## src/hdl/smpt_pkg.sv

```systemverilog
// Shared types and codes for the shutter motor position tracker.
// No dependencies; every other file imports this package.
package smpt_pkg;

	// Field widths
	localparam int TIME_BITS = 20;
	localparam int CMD_W     = 3;
	localparam int DUR_W     = 10;
	localparam int POS_W     = 20;
	localparam int CFG_W     = 20;
	localparam int MS_PER_S  = 1000;
	localparam int PROD_W    = DUR_W + 10;

	// APB register map
	localparam int APB_AW    = 3;
	localparam int APB_DW    = 32;
	localparam logic [0:0] REG_CLOSE_TIME = 1'b0;
	localparam logic [CFG_W-1:0] CLOSE_TIME_RST = CFG_W'(30000);

	localparam logic [TIME_BITS-1:0] TIME_MAX = {TIME_BITS{1'b1}};

	// Command codes
	localparam logic [CMD_W-1:0] CMD_TICK     = 3'd0;
	localparam logic [CMD_W-1:0] CMD_HOLD     = 3'd1;
	localparam logic [CMD_W-1:0] CMD_UP       = 3'd2;
	localparam logic [CMD_W-1:0] CMD_DOWN     = 3'd3;
	localparam logic [CMD_W-1:0] CMD_OPEN     = 3'd4;
	localparam logic [CMD_W-1:0] CMD_CLOSE    = 3'd5;
	localparam logic [CMD_W-1:0] CMD_POSITION = 3'd6;
	localparam logic [CMD_W-1:0] CMD_RESET    = 3'd7;

	// Motion state codes
	localparam logic [1:0] MS_STOPPED = 2'd0;
	localparam logic [1:0] MS_UP      = 2'd1;
	localparam logic [1:0] MS_DOWN    = 2'd2;

	// One result word
	typedef struct packed {
		logic             accepted;
		logic             relay_up;
		logic             relay_down;
		logic [POS_W-1:0] position_ms;
	} smpt_res_t;

	// Saturate a wide time value to the tracker width
	function automatic logic [TIME_BITS-1:0] sat_time(input logic [TIME_BITS+PROD_W-1:0] v);
		if (v > (TIME_BITS+PROD_W)'(TIME_MAX)) begin
			return TIME_MAX;
		end
		return v[TIME_BITS-1:0];
	endfunction

endpackage

```

## src/hdl/smpt_cmd_if.sv

```systemverilog
// Command channel: valid/ready handshake carrying one command word.
// Depends on smpt_pkg for field widths.
interface smpt_cmd_if import smpt_pkg::*; ();
	logic             valid;
	logic             ready;
	logic [CMD_W-1:0] cmd;
	logic [DUR_W-1:0] duration_s;

	modport source (output valid, cmd, duration_s, input ready);
	modport sink   (input valid, cmd, duration_s, output ready);
endinterface

```

## src/hdl/smpt_res_if.sv

```systemverilog
// Result channel: valid/ready handshake carrying one result word.
// Depends on smpt_pkg for field widths.
interface smpt_res_if import smpt_pkg::*; ();
	logic             valid;
	logic             ready;
	logic             accepted;
	logic             relay_up;
	logic             relay_down;
	logic [POS_W-1:0] position_ms;

	modport source (output valid, accepted, relay_up, relay_down, position_ms, input ready);
	modport sink   (input valid, accepted, relay_up, relay_down, position_ms, output ready);
endinterface

```

## src/hdl/smpt_regs.sv

```systemverilog
// APB configuration register block: holds the full travel time.
// Depends on smpt_pkg for the register map.
module smpt_regs import smpt_pkg::*; (
	input  logic              clk,
	input  logic              arst_n,
	input  logic              psel,
	input  logic              penable,
	input  logic              pwrite,
	input  logic [APB_AW-1:0] paddr,
	input  logic [APB_DW-1:0] pwdata,
	output logic [APB_DW-1:0] prdata,
	output logic              pready,
	output logic [CFG_W-1:0]  close_time_ms
);

	logic             wr_en;
	logic [CFG_W-1:0] close_time_q;

	assign pready = 1'b1;
	assign wr_en  = psel && penable && pwrite && (paddr[2] == REG_CLOSE_TIME);

	// Write the travel time register
	always_ff @(posedge clk or negedge arst_n) begin
		if (!arst_n) begin
			close_time_q <= CLOSE_TIME_RST;
		end else if (wr_en) begin
			close_time_q <= pwdata[CFG_W-1:0];
		end
	end

	// Read back; unmapped addresses read zero
	always_comb begin
		prdata = '0;
		if (paddr[2] == REG_CLOSE_TIME) begin
			prdata = APB_DW'(close_time_q);
		end
	end

	assign close_time_ms = close_time_q;

endmodule

```

## src/hdl/smpt_core.sv

```systemverilog
// Motion state, position and auto-stop countdown with their next-state logic.
// Depends on smpt_pkg for codes and the result word type.
module smpt_core import smpt_pkg::*; (
	input  logic             clk,
	input  logic             arst_n,
	input  logic             step,
	input  logic [CMD_W-1:0] cmd,
	input  logic [DUR_W-1:0] duration_s,
	input  logic [CFG_W-1:0] close_time_ms,
	output smpt_res_t        res
);

	logic [1:0]           motion_q;
	logic [TIME_BITS-1:0] pos_q;
	logic [TIME_BITS-1:0] count_q;

	logic [1:0]           motion_d;
	logic [TIME_BITS-1:0] pos_d;
	logic [TIME_BITS-1:0] count_d;
	logic                 ok;

	logic [TIME_BITS-1:0] limit;
	logic [TIME_BITS:0]   pos_inc;
	logic [TIME_BITS-1:0] count_dec;
	logic [PROD_W-1:0]    dur_ms;
	logic [TIME_BITS-1:0] close_rem;
	logic [TIME_BITS-1:0] move_len;
	logic [1:0]           move_dir;
	logic                 is_move;
	logic                 stopped;

	assign limit     = sat_time((TIME_BITS+PROD_W)'(close_time_ms));
	assign pos_inc   = {1'b0, pos_q} + 1'b1;
	assign count_dec = count_q - 1'b1;
	assign dur_ms    = PROD_W'(duration_s) * PROD_W'(MS_PER_S);
	assign stopped   = (motion_q == MS_STOPPED);

	// Remaining travel toward closed, zero when already past it
	always_comb begin
		close_rem = '0;
		if ((TIME_BITS+1)'(close_time_ms) > (TIME_BITS+1)'(pos_q)) begin
			close_rem = TIME_BITS'((TIME_BITS+1)'(close_time_ms) - (TIME_BITS+1)'(pos_q));
		end
	end

	// Decode the move direction and run length
	always_comb begin
		is_move  = 1'b0;
		move_dir = MS_STOPPED;
		move_len = '0;
		unique case (cmd)
			CMD_UP: begin
				is_move  = 1'b1;
				move_dir = MS_UP;
				move_len = sat_time((TIME_BITS+PROD_W)'(dur_ms));
			end
			CMD_DOWN: begin
				is_move  = 1'b1;
				move_dir = MS_DOWN;
				move_len = sat_time((TIME_BITS+PROD_W)'(dur_ms));
			end
			CMD_OPEN: begin
				is_move  = 1'b1;
				move_dir = MS_UP;
				move_len = pos_q;
			end
			CMD_CLOSE: begin
				is_move  = 1'b1;
				move_dir = MS_DOWN;
				move_len = close_rem;
			end
			CMD_RESET: begin
				is_move  = 1'b1;
				move_dir = MS_UP;
				move_len = sat_time((TIME_BITS+PROD_W)'(close_time_ms));
			end
			CMD_TICK, CMD_HOLD, CMD_POSITION: begin
				is_move = 1'b0;
			end
			default: begin
				is_move = 1'b0;
			end
		endcase
	end

	// Next state for one command
	always_comb begin
		motion_d = motion_q;
		pos_d    = pos_q;
		count_d  = count_q;
		ok       = 1'b1;
		if (cmd == CMD_TICK) begin
			// advance position, then run the auto-stop countdown
			if (motion_q == MS_UP) begin
				if (pos_q != '0) begin
					pos_d = pos_q - 1'b1;
				end
			end else if (motion_q == MS_DOWN) begin
				pos_d = (pos_inc > (TIME_BITS+1)'(limit)) ? limit : pos_inc[TIME_BITS-1:0];
			end
			if (count_q != '0) begin
				count_d = count_dec;
				if (count_dec == '0) begin
					motion_d = MS_STOPPED;
				end
			end
		end else if (cmd == CMD_HOLD) begin
			motion_d = MS_STOPPED;
			count_d  = '0;
		end else if (is_move) begin
			// moves only start from stopped
			if (stopped) begin
				motion_d = move_dir;
				count_d  = move_len;
			end else begin
				ok = 1'b0;
			end
		end
	end

	// Commit state when the word moves to the result register
	always_ff @(posedge clk or negedge arst_n) begin
		if (!arst_n) begin
			motion_q <= MS_STOPPED;
			pos_q    <= '0;
			count_q  <= '0;
		end else if (step) begin
			motion_q <= motion_d;
			pos_q    <= pos_d;
			count_q  <= count_d;
		end
	end

	assign res.accepted    = ok;
	assign res.relay_up    = (motion_d == MS_UP);
	assign res.relay_down  = (motion_d == MS_DOWN);
	assign res.position_ms = pos_d[POS_W-1:0];

endmodule

```

## src/hdl/shutter_motor_position_tracker.sv

```systemverilog
// Top level of the shutter motor position tracker.
// Depends on smpt_pkg, smpt_cmd_if, smpt_res_if, smpt_regs and smpt_core.
//
// Usage:
//   cmd_in  : command words (cmd, duration_s); a tick word stands for 1 ms.
//   res_out : one result word per command (accepted, relay drives, position).
//   APB     : close_time_ms at byte address 0; pready is always high.
// Each accepted command goes into an input register; the state logic
// evaluates it there, and the result lands in the output register once
// that register is free or draining. One command is taken per cycle,
// sustained, while the receiver takes each result; the state update loop
// runs through the motion, position and countdown registers.
// While the receiver stalls, the result register holds its word and the
// input register holds the next one; cmd_in.ready drops only when both are
// full, and rises again in the cycle the receiver takes the result.
// Reset (arst_n low) stops the motor, clears position and countdown, sets
// close_time_ms to 30000 and empties both registers.
module shutter_motor_position_tracker import smpt_pkg::*; (
	input  logic              clk,
	input  logic              arst_n,
	smpt_cmd_if.sink          cmd_in,
	smpt_res_if.source        res_out,
	input  logic              psel,
	input  logic              penable,
	input  logic              pwrite,
	input  logic [APB_AW-1:0] paddr,
	input  logic [APB_DW-1:0] pwdata,
	output logic [APB_DW-1:0] prdata,
	output logic              pready
);

	logic             valid_s1;
	logic [CMD_W-1:0] cmd_s1;
	logic [DUR_W-1:0] dur_s1;
	logic             out_valid_q;
	smpt_res_t        res_q;
	smpt_res_t        res_d;
	logic             advance;
	logic [CFG_W-1:0] close_time_ms;

	smpt_regs u_regs (
		.clk           (clk),
		.arst_n        (arst_n),
		.psel          (psel),
		.penable       (penable),
		.pwrite        (pwrite),
		.paddr         (paddr),
		.pwdata        (pwdata),
		.prdata        (prdata),
		.pready        (pready),
		.close_time_ms (close_time_ms)
	);

	smpt_core u_core (
		.clk           (clk),
		.arst_n        (arst_n),
		.step          (advance),
		.cmd           (cmd_s1),
		.duration_s    (dur_s1),
		.close_time_ms (close_time_ms),
		.res           (res_d)
	);

	// Move the staged word on when the result register is free or draining
	assign advance      = valid_s1 && (!out_valid_q || res_out.ready);
	assign cmd_in.ready = !valid_s1 || advance;

	// Input register
	always_ff @(posedge clk or negedge arst_n) begin
		if (!arst_n) begin
			valid_s1 <= 1'b0;
		end else if (cmd_in.ready) begin
			valid_s1 <= cmd_in.valid;
		end
	end

	always_ff @(posedge clk) begin
		if (cmd_in.ready && cmd_in.valid) begin
			cmd_s1 <= cmd_in.cmd;
			dur_s1 <= cmd_in.duration_s;
		end
	end

	// Result register
	always_ff @(posedge clk or negedge arst_n) begin
		if (!arst_n) begin
			out_valid_q <= 1'b0;
		end else if (advance) begin
			out_valid_q <= 1'b1;
		end else if (res_out.ready) begin
			out_valid_q <= 1'b0;
		end
	end

	always_ff @(posedge clk) begin
		if (advance) begin
			res_q <= res_d;
		end
	end

	assign res_out.valid       = out_valid_q;
	assign res_out.accepted    = res_q.accepted;
	assign res_out.relay_up    = res_q.relay_up;
	assign res_out.relay_down  = res_q.relay_down;
	assign res_out.position_ms = res_q.position_ms;

endmodule
```

## src/flat_wrapper.sv

```systemverilog
// flat-port wrapper written by rule: the top's interface ports become plain ports
module shutter_motor_position_tracker_flat import smpt_pkg::*;
  (clk, arst_n, psel, penable, pwrite, paddr, pwdata, prdata, pready, cmd_in_valid, cmd_in_cmd, cmd_in_duration_s, cmd_in_ready, res_out_valid, res_out_accepted, res_out_relay_up, res_out_relay_down, res_out_position_ms, res_out_ready);
  smpt_cmd_if cmd_in_i ();
  smpt_res_if res_out_i ();
  input  logic clk;
  input  logic arst_n;
  input  logic psel;
  input  logic penable;
  input  logic pwrite;
  input  logic [APB_AW-1:0] paddr;
  input  logic [APB_DW-1:0] pwdata;
  output logic [APB_DW-1:0] prdata;
  output logic pready;
  input wire logic [$bits(cmd_in_i.valid)-1:0] cmd_in_valid;
  input wire logic [$bits(cmd_in_i.cmd)-1:0] cmd_in_cmd;
  input wire logic [$bits(cmd_in_i.duration_s)-1:0] cmd_in_duration_s;
  output wire logic [$bits(cmd_in_i.ready)-1:0] cmd_in_ready;
  output wire logic [$bits(res_out_i.valid)-1:0] res_out_valid;
  output wire logic [$bits(res_out_i.accepted)-1:0] res_out_accepted;
  output wire logic [$bits(res_out_i.relay_up)-1:0] res_out_relay_up;
  output wire logic [$bits(res_out_i.relay_down)-1:0] res_out_relay_down;
  output wire logic [$bits(res_out_i.position_ms)-1:0] res_out_position_ms;
  input wire logic [$bits(res_out_i.ready)-1:0] res_out_ready;
  assign cmd_in_i.valid = cmd_in_valid;
  assign cmd_in_i.cmd = cmd_in_cmd;
  assign cmd_in_i.duration_s = cmd_in_duration_s;
  assign cmd_in_ready = cmd_in_i.ready;
  assign res_out_valid = res_out_i.valid;
  assign res_out_accepted = res_out_i.accepted;
  assign res_out_relay_up = res_out_i.relay_up;
  assign res_out_relay_down = res_out_i.relay_down;
  assign res_out_position_ms = res_out_i.position_ms;
  assign res_out_i.ready = res_out_ready;
  shutter_motor_position_tracker u_core (.clk(clk), .arst_n(arst_n), .cmd_in(cmd_in_i), .res_out(res_out_i), .psel(psel), .penable(penable), .pwrite(pwrite), .paddr(paddr), .pwdata(pwdata), .prdata(prdata), .pready(pready));
endmodule
```

## config.mk

```make
export PLATFORM = sky130hd
export DESIGN_NAME = shutter_motor_position_tracker_flat
export DESIGN_NICKNAME = d
export VERILOG_FILES = /design/src/hdl/smpt_pkg.sv /design/src/hdl/smpt_cmd_if.sv /design/src/hdl/smpt_res_if.sv /design/src/hdl/smpt_regs.sv /design/src/hdl/smpt_core.sv /design/src/hdl/shutter_motor_position_tracker.sv /design/src/flat_wrapper.sv
export SDC_FILE = /design/constraint.sdc
export NUM_CORES = 1
export LEC_CHECK = 0
export ABC_AREA = 1
export BUFFER_PORTS_ARGS = -buffer_cell sky130_fd_sc_hd__buf_2
export CORE_MARGIN = 3
export CORE_UTILIZATION = 25
export CTS_CLUSTER_SIZE = 16
export DETAILED_ROUTE_END_ITERATION = 10
export PLACE_DENSITY = 0.44
export SYNTH_ARGS = -nofsm -noshare
export SYNTH_HDL_FRONTEND = slang
export SYNTH_SLANG_ARGS = --single-unit
```

## constraint.sdc

```tcl
create_clock -name clk -period 5 [get_ports clk]
set_input_delay 1 -clock clk [delete_from_list [all_inputs] [get_ports clk]]
set_output_delay 1 -clock clk [all_outputs]
set_load 0.01 [all_outputs]
```

# --- Word-level counts from Yosys, hierarchy flattened ---
# Cells that the tools add are included.
op_classes:
  n_mul: 1
  bitwise_logic: 2
  eq_ne: 12
  n_reduce_logical: 24
  order_cmp: 2
  mux: 24
  add_sub_neg: 4
op_table:
  columns: ["cell", "count"]
  rows:
  - ["$mux 20", 12]
  - ["$pmux 20 s4", 1]
  - ["$reduce_bool 20->1", 2]
  - ["$sub 20x1->20 const B", 2]
  - ["$add 20x1->21 const B", 1]
  - ["$gt 21x20->1", 1]
  - ["$gt 20x20->1", 1]
  - ["$logic_not 20->1", 1]
  - ["$sub 20x20->20", 1]
  - ["$mul 10x7->17 const B", 1]
  - ["$eq 3x3->1 const B", 4]
  - ["$mux 2", 6]
  - ["$reduce_or 3->1", 3]
  - ["$eq 3x2->1 const B", 2]
  - ["$reduce_bool 3->1", 2]
  - ["$logic_and 1x1->1", 5]
  - ["$reduce_or 5->1", 1]
  - ["$eq 2x1->1 const B", 2]
  - ["$eq 2x2->1 const B", 2]
  - ["$pmux 2 s2", 1]
  - ["$reduce_and 4->1", 1]
  - ["$reduce_or 2->1", 2]
  - ["$eq 3x1->1 const B", 1]
  - ["$logic_not 3->1", 1]
  - ["other kinds (8)", 13]
word_totals:
  inputBits: 55
  output_inout_bits: 58
  register_bits: 100
  elab_cells: 81

# --- Depth between registers and ports, before layout ---
depth:
  ltp_word: 8
  ltp_mapped: 27

# --- Modules after synthesis ---
# From an unflattened synthesis, not the netlist that was laid out.
hier_totals:
  hier_cells: 1557
  area_unflattened_um2: 10645.2
by_module_without_submodules:
  columns: ["mod", "cells_each", "area_per_inst_um2", "n_inst", "seq_area_each_um2"]
  rows:
  - ["smpt_core", 1361, 8375.5, 1, 1051.0]
  - ["shutter_motor_position_tracker", 48, 1176.1, 1, 1131.1]
  - ["smpt_regs", 148, 1093.5, 1, 509.2]

# --- Worst setup path before layout ---
# Ideal clock, no wire load.
synth_timing:
  path_kind: "register to register"
  from: "register u_core.dur_s1[5]"
  to: "register u_core.u_core.count_q[19]"
  setup_time_ns: 0.113
  required_ns: 4.887
  slack_ns: 1.037
  arrival_time_ns: 3.850
  n_path_buf: 0
  period_less_slack_ns: 3.963
  path_stages_with_launch: 17
  path_cell_list: "edfxtp_1 -> inv_1 -> fa_1 -> fa_1 -> fa_1 -> fa_1 -> inv_1 -> ha_1 -> a21oi_1 -> o21ai_0 -> a21oi_1 -> nand2_1 -> or2_2 -> nand3_1 -> nand4_1 -> nand2_1 -> inv_1"
synth_between:
  elab_chain_cells: 6
synth_lines:
  columns: ["element", "line_no", "source"]
  rows:
  - ["from (decl)", "shutter_motor_position_tracker.sv:34", "logic [DUR_W-1:0] dur_s1;"]
  - ["from (signal assigned)", "shutter_motor_position_tracker.sv:80", "dur_s1 <= cmd_in.duration_s;"]
  - ["$mul 10x7->17", "smpt_core.sv:35", "assign dur_ms = PROD_W'(duration_s) * PROD_W'(MS_PER_S);"]
  - ["$pmux 20 s4", "smpt_core.sv:51", "unique case (cmd)"]
  - ["$mux 20", "smpt_core.sv:112", "if (stopped) begin"]
  - ["$mux 20", "smpt_core.sv:110", "end else if (is_move) begin"]
  - ["$mux 20", "smpt_core.sv:107", "end else if (cmd == CMD_HOLD) begin"]
  - ["$mux 20", "smpt_core.sv:92", "if (cmd == CMD_TICK) begin"]
  - ["to (signal assigned)", "smpt_core.sv:130", "count_q <= count_d;"]
  - ["to (decl)", "smpt_core.sv:15", "logic [TIME_BITS-1:0] count_q;"]
# No other way between the ends. The select of a mux whose other input is x is not followed.
# A chain may end at the register's enable or synchronous reset.

# --- Worst setup path in the final report ---
layout_timing:
  from: "register u_core.dur_s1[0]"
  to: "register u_core.u_core.count_q[16]"
# The elaborated chain is that of the path after synthesis.

==> summary.md <==
| Metric | Value |
|---|---|
| Area fraction of the dominant cell type after synthesis | `0.1372` |
| Sequential share of the synthesized area | `0.2588` |
| Maximum capacitance violations | `0` |
| Final wirelength | `34.72 mm` |
| Via-to-Cell Ratio | `4.661` |
| Cell-by-cell listing of the critical path | `fa_1, xor2_1, ha_1, inv_1, fa_1, fa_1, inv_1, ha_1, inv_1, a21oi_1, nor2_1, o21ai_0, nand3_1, nand2_1, nand2_1, nand3_1, nand3_1, o22ai_1, inv_1` |
| Most used flip-flop cell after synthesis | `dfrtp_1` |
| Top area cells in the synthesized netlist | `dfrtp_1, nand2_1, ha_1, edfxtp_1, inv_1` |
| Number of antenna violations at the first check in global routing | `1` |
| Clk Latency, worst-skew pair | `0.40 ns` |
| Detailed-route via count | `9704` |
| Most frequent cell on the critical path | `inv_1` |
| Via count of the first global-routing pass | `9443` |
| Pre-Repair DR Iteration Count | `5` |
| Arrival time at the worst endpoint | `4.74 ns` |
| Worst Clk Skew | `0.01341 ns` |
| Clock tree from TritonCTS | `done` |
| Status | `complete, no violations` |
| Clock slew at reported path FFs | `0.08 ns` |
| Drc violations | `0` |
| Flop and latch count out of synthesis | `100` |
| Placed wire-length estimate | `27.75 mm` |
| Summed instance area of the synthesized netlist | `10400 sq um` |
| Pwr/cell area | `554.8 nW/um^2` |
| Vertical die dimension | `210.0 microns` |
| Number of buffers inserted to repair setup after CTS | `0` |
| Most numerous cell types in the synthesized netlist | `nand2_1, inv_1, nor2_1, a21oi_1, nand3_1` |
| Initial standard-cell utilization of the core | `0.2541` |
| Distinct cell type count after synthesis | `55` |
| Final clock period utilization by the worst path | `0.8905` |
| Number of standard cells in the final layout excluding fillers | `2082` |
| Combined global-route utilization of all metal layers | `0.1598` |
| Gr ovfl total | `0` |
| Gpl congestion | `0.9199` |
| Count of synthesis-stage warnings from yosys | `0` |
| Headroom to the max-slew limit | `0.3560` |
| Signed area change from the synthesized netlist to the final layout | `11.27%` |
| Ratio of cells with drive above 1 in the final layout | `0.1039` |
| Highest attainable clock frequency | `0.2246 GHz` |
| Maximum fanout count along the critical path | `6` |
| Global-route wire length before repair | `54.88 mm` |
| Starting DRC count in detailed routing | `755` |
| DIE AREA | `44080 sq um` |
| Tightest Pin Transition | `0.9661 ns` |
| Power, Total | `0.006421 W` |
| # setup viols final | `0` |
| Final-report hold violation count | `0` |
| Final routed wire length divided by cell count | `16.68 microns` |
| Cell area after placement | `11280 sq um` |
| Gate count of the mapped netlist | `1491` |
| Number of buffers on the longest clock path | `2` |
| Ports placed on the boundary | `113` |
| Placed cell count | `2066` |
| Worst Setup Path Type | `register to register` |
| Summed negative setup slack over all endpoints | `0 ns` |
| Worst Setup Start Kind | `register` |
| Setup repair after global routing missed its margin | `false` |
| Fin area | `11570 sq um` |
| Pin count of the biggest net entering global routing | `41` |
| Number of levels the H-tree was split into | `3` |
| Max incr delay on CP | `0.65 ns` |
| Number of input and output port buffers inserted | `85` |
| Cell type with the highest aggregate area in the netlist | `dfrtp_1` |
| Mean Syn Cell Area | `6.975 sq um` |
| Chip Width | `210.0 microns` |
| Number of CTS-inserted buffers | `9` |
| Worst min path class | `register to register` |
| Fillers | `4564` |
| Clk sinks | `100` |
| Diode insertion count for antenna repair | `0` |
| Root Buffer | `clkbuf_16` |
| Cell with the most instances after synthesis | `nand2_1` |
| Net total in the final layout | `1717` |
| Setup crit end kind | `register` |
| Number of cell rows | `74` |
| Resized cells post-CTS | `0` |
| Cts hold-fix bufs | `0` |
| Area of the core | `40920 sq um` |
| Max rail drop VDD | `0.1993 mV` |
| Data required time of the worst path | `5.28 ns` |
| Number of nets with antenna violations after routing | `0` |
| Final max-slew violation count | `0` |
| LEAKAGE | `5.880 nW` |
| Number of flops mapped to enable cells by yosys | `36` |
| Time the worst path needs with I/O delays and setup | `4.452 ns` |
| Proportion of register bits with asynchronous set or reset after synthesis | `0.6400` |
| Critical Path Slowest Stage Cell | `fa_1` |
[report_power, final]
group          switching [W]  internal [W]
clock network       0.000391      0.000352
logic                0.00273       0.00146
registers           0.000351       0.00114
total                0.00347       0.00295
[layer usage]
layer  part of all wire  track usage  vias up
met2               0.42       0.2351      218
met4              0.018      0.04850        0
met3              0.052      0.02277       25
li1                   -            -     4914
met1               0.51       0.2413     4547
met5                  0            0        -
[sequential cells by signal, indices dropped and copies added (netlist names)]
register / cells
u_core.valid_s1: 1
u_core.res_out.accepted: 1
u_core.u_core.motion_q: 2
u_core.dur_s1: 10
u_core.res_out.relay_up: 1
u_core.cmd_s1: 3
u_core.u_regs.close_time_ms: 20
u_core.res_out.position_ms: 20
u_core.res_out.relay_down: 1
u_core.u_core.count_q: 20
u_core.res_out.valid: 1
u_core.u_core.pos_q: 20
[critical path: cells and delay by family, from the launching register on]
kind,cells,cell delay [ns]
adder cells (fa/ha/maj),5,2.17
AO/OA/AOI/OAI,3,0.66
AND/OR/NAND/NOR,6,0.57
flip-flops,1,0.56
buffers and inverters,4,0.22
XOR/XNOR,1,0.17
[cell families after synthesis]
| kind of cell | after synthesis | share of synthesized area |
|---|---|---|
| buf+inv | 304 | 0.1220 |
| flops | 100 | 0.2588 |
| simple gates | 702 | 0.2937 |
| compound gates | 214 | 0.1186 |
| other cells | 2 | 0.0007221 |
| xor+xnor | 52 | 0.04379 |
| fa+ha+maj | 117 | 0.1624 |
[cell type report]
| cell class | instances | area (sq um) | share of cell area |
|---|---|---|---|
| multi-input combinational | 1098 | 6486 | 0.5605 |
| sequential | 100 | 2691 | 0.2326 |
| inverter | 234 | 880.8 | 0.07612 |
| tap | 532 | 665.6 | 0.05752 |
| timing repair buffer | 102 | 553.0 | 0.04779 |
| clock buffer | 9 | 225.2 | 0.01946 |
| clock inverter | 7 | 70.07 | 0.006055 |
[worst paths after layout]
path	startpoint	end	slack, ns	cells after the start
setup / recovery	u_core.dur_s1[0]	u_core.u_core.count_q[16]	0.55	19
hold / removal	u_core.u_core.count_q[1]	u_core.u_core.count_q[1]	0.53	2
setup reg to reg	u_core.dur_s1[0]	u_core.u_core.count_q[16]	0.55	19
hold reg to reg	u_core.u_core.count_q[1]	u_core.u_core.count_q[1]	0.53	2
max in group asynchronous	arst_n	u_core.u_regs.close_time_ms[14]	3.26	2
min in group asynchronous	arst_n	u_core.u_core.pos_q[5]	0.75	1
[cells in the final DEF (no fill, tap or decap), types with 8 or more instances in the layout]
cell and count:
a21boi_1 8, a21oi_1 100, buf_2 85, buf_4 17, clkbuf_16 9, conb_1 13
dfrtp_1 57, edfxtp_1 36, fa_1 30, ha_1 87, inv_1 229, nand2_1 362
nand3_1 95, nand4_1 44, nor2_1 143, nor3_1 23, o21ai_0 43, o22ai_1 17
xnor2_1 10, xor2_1 42
[stage by stage]
stage	worst slack, ns	util	hold slack, ns
CTS	0.4925	0.2828	0.5294
floorplan	1.037	-	0.4757
finish	0.5475	0.2828	0.5291
global route	0.07527	0.2828	0.5624
global placement	0.5505	0.2756	0.5137
detailed placement	0.5116	0.2756	0.5067
Note: power is estimated with default switching activity, not from simulation.
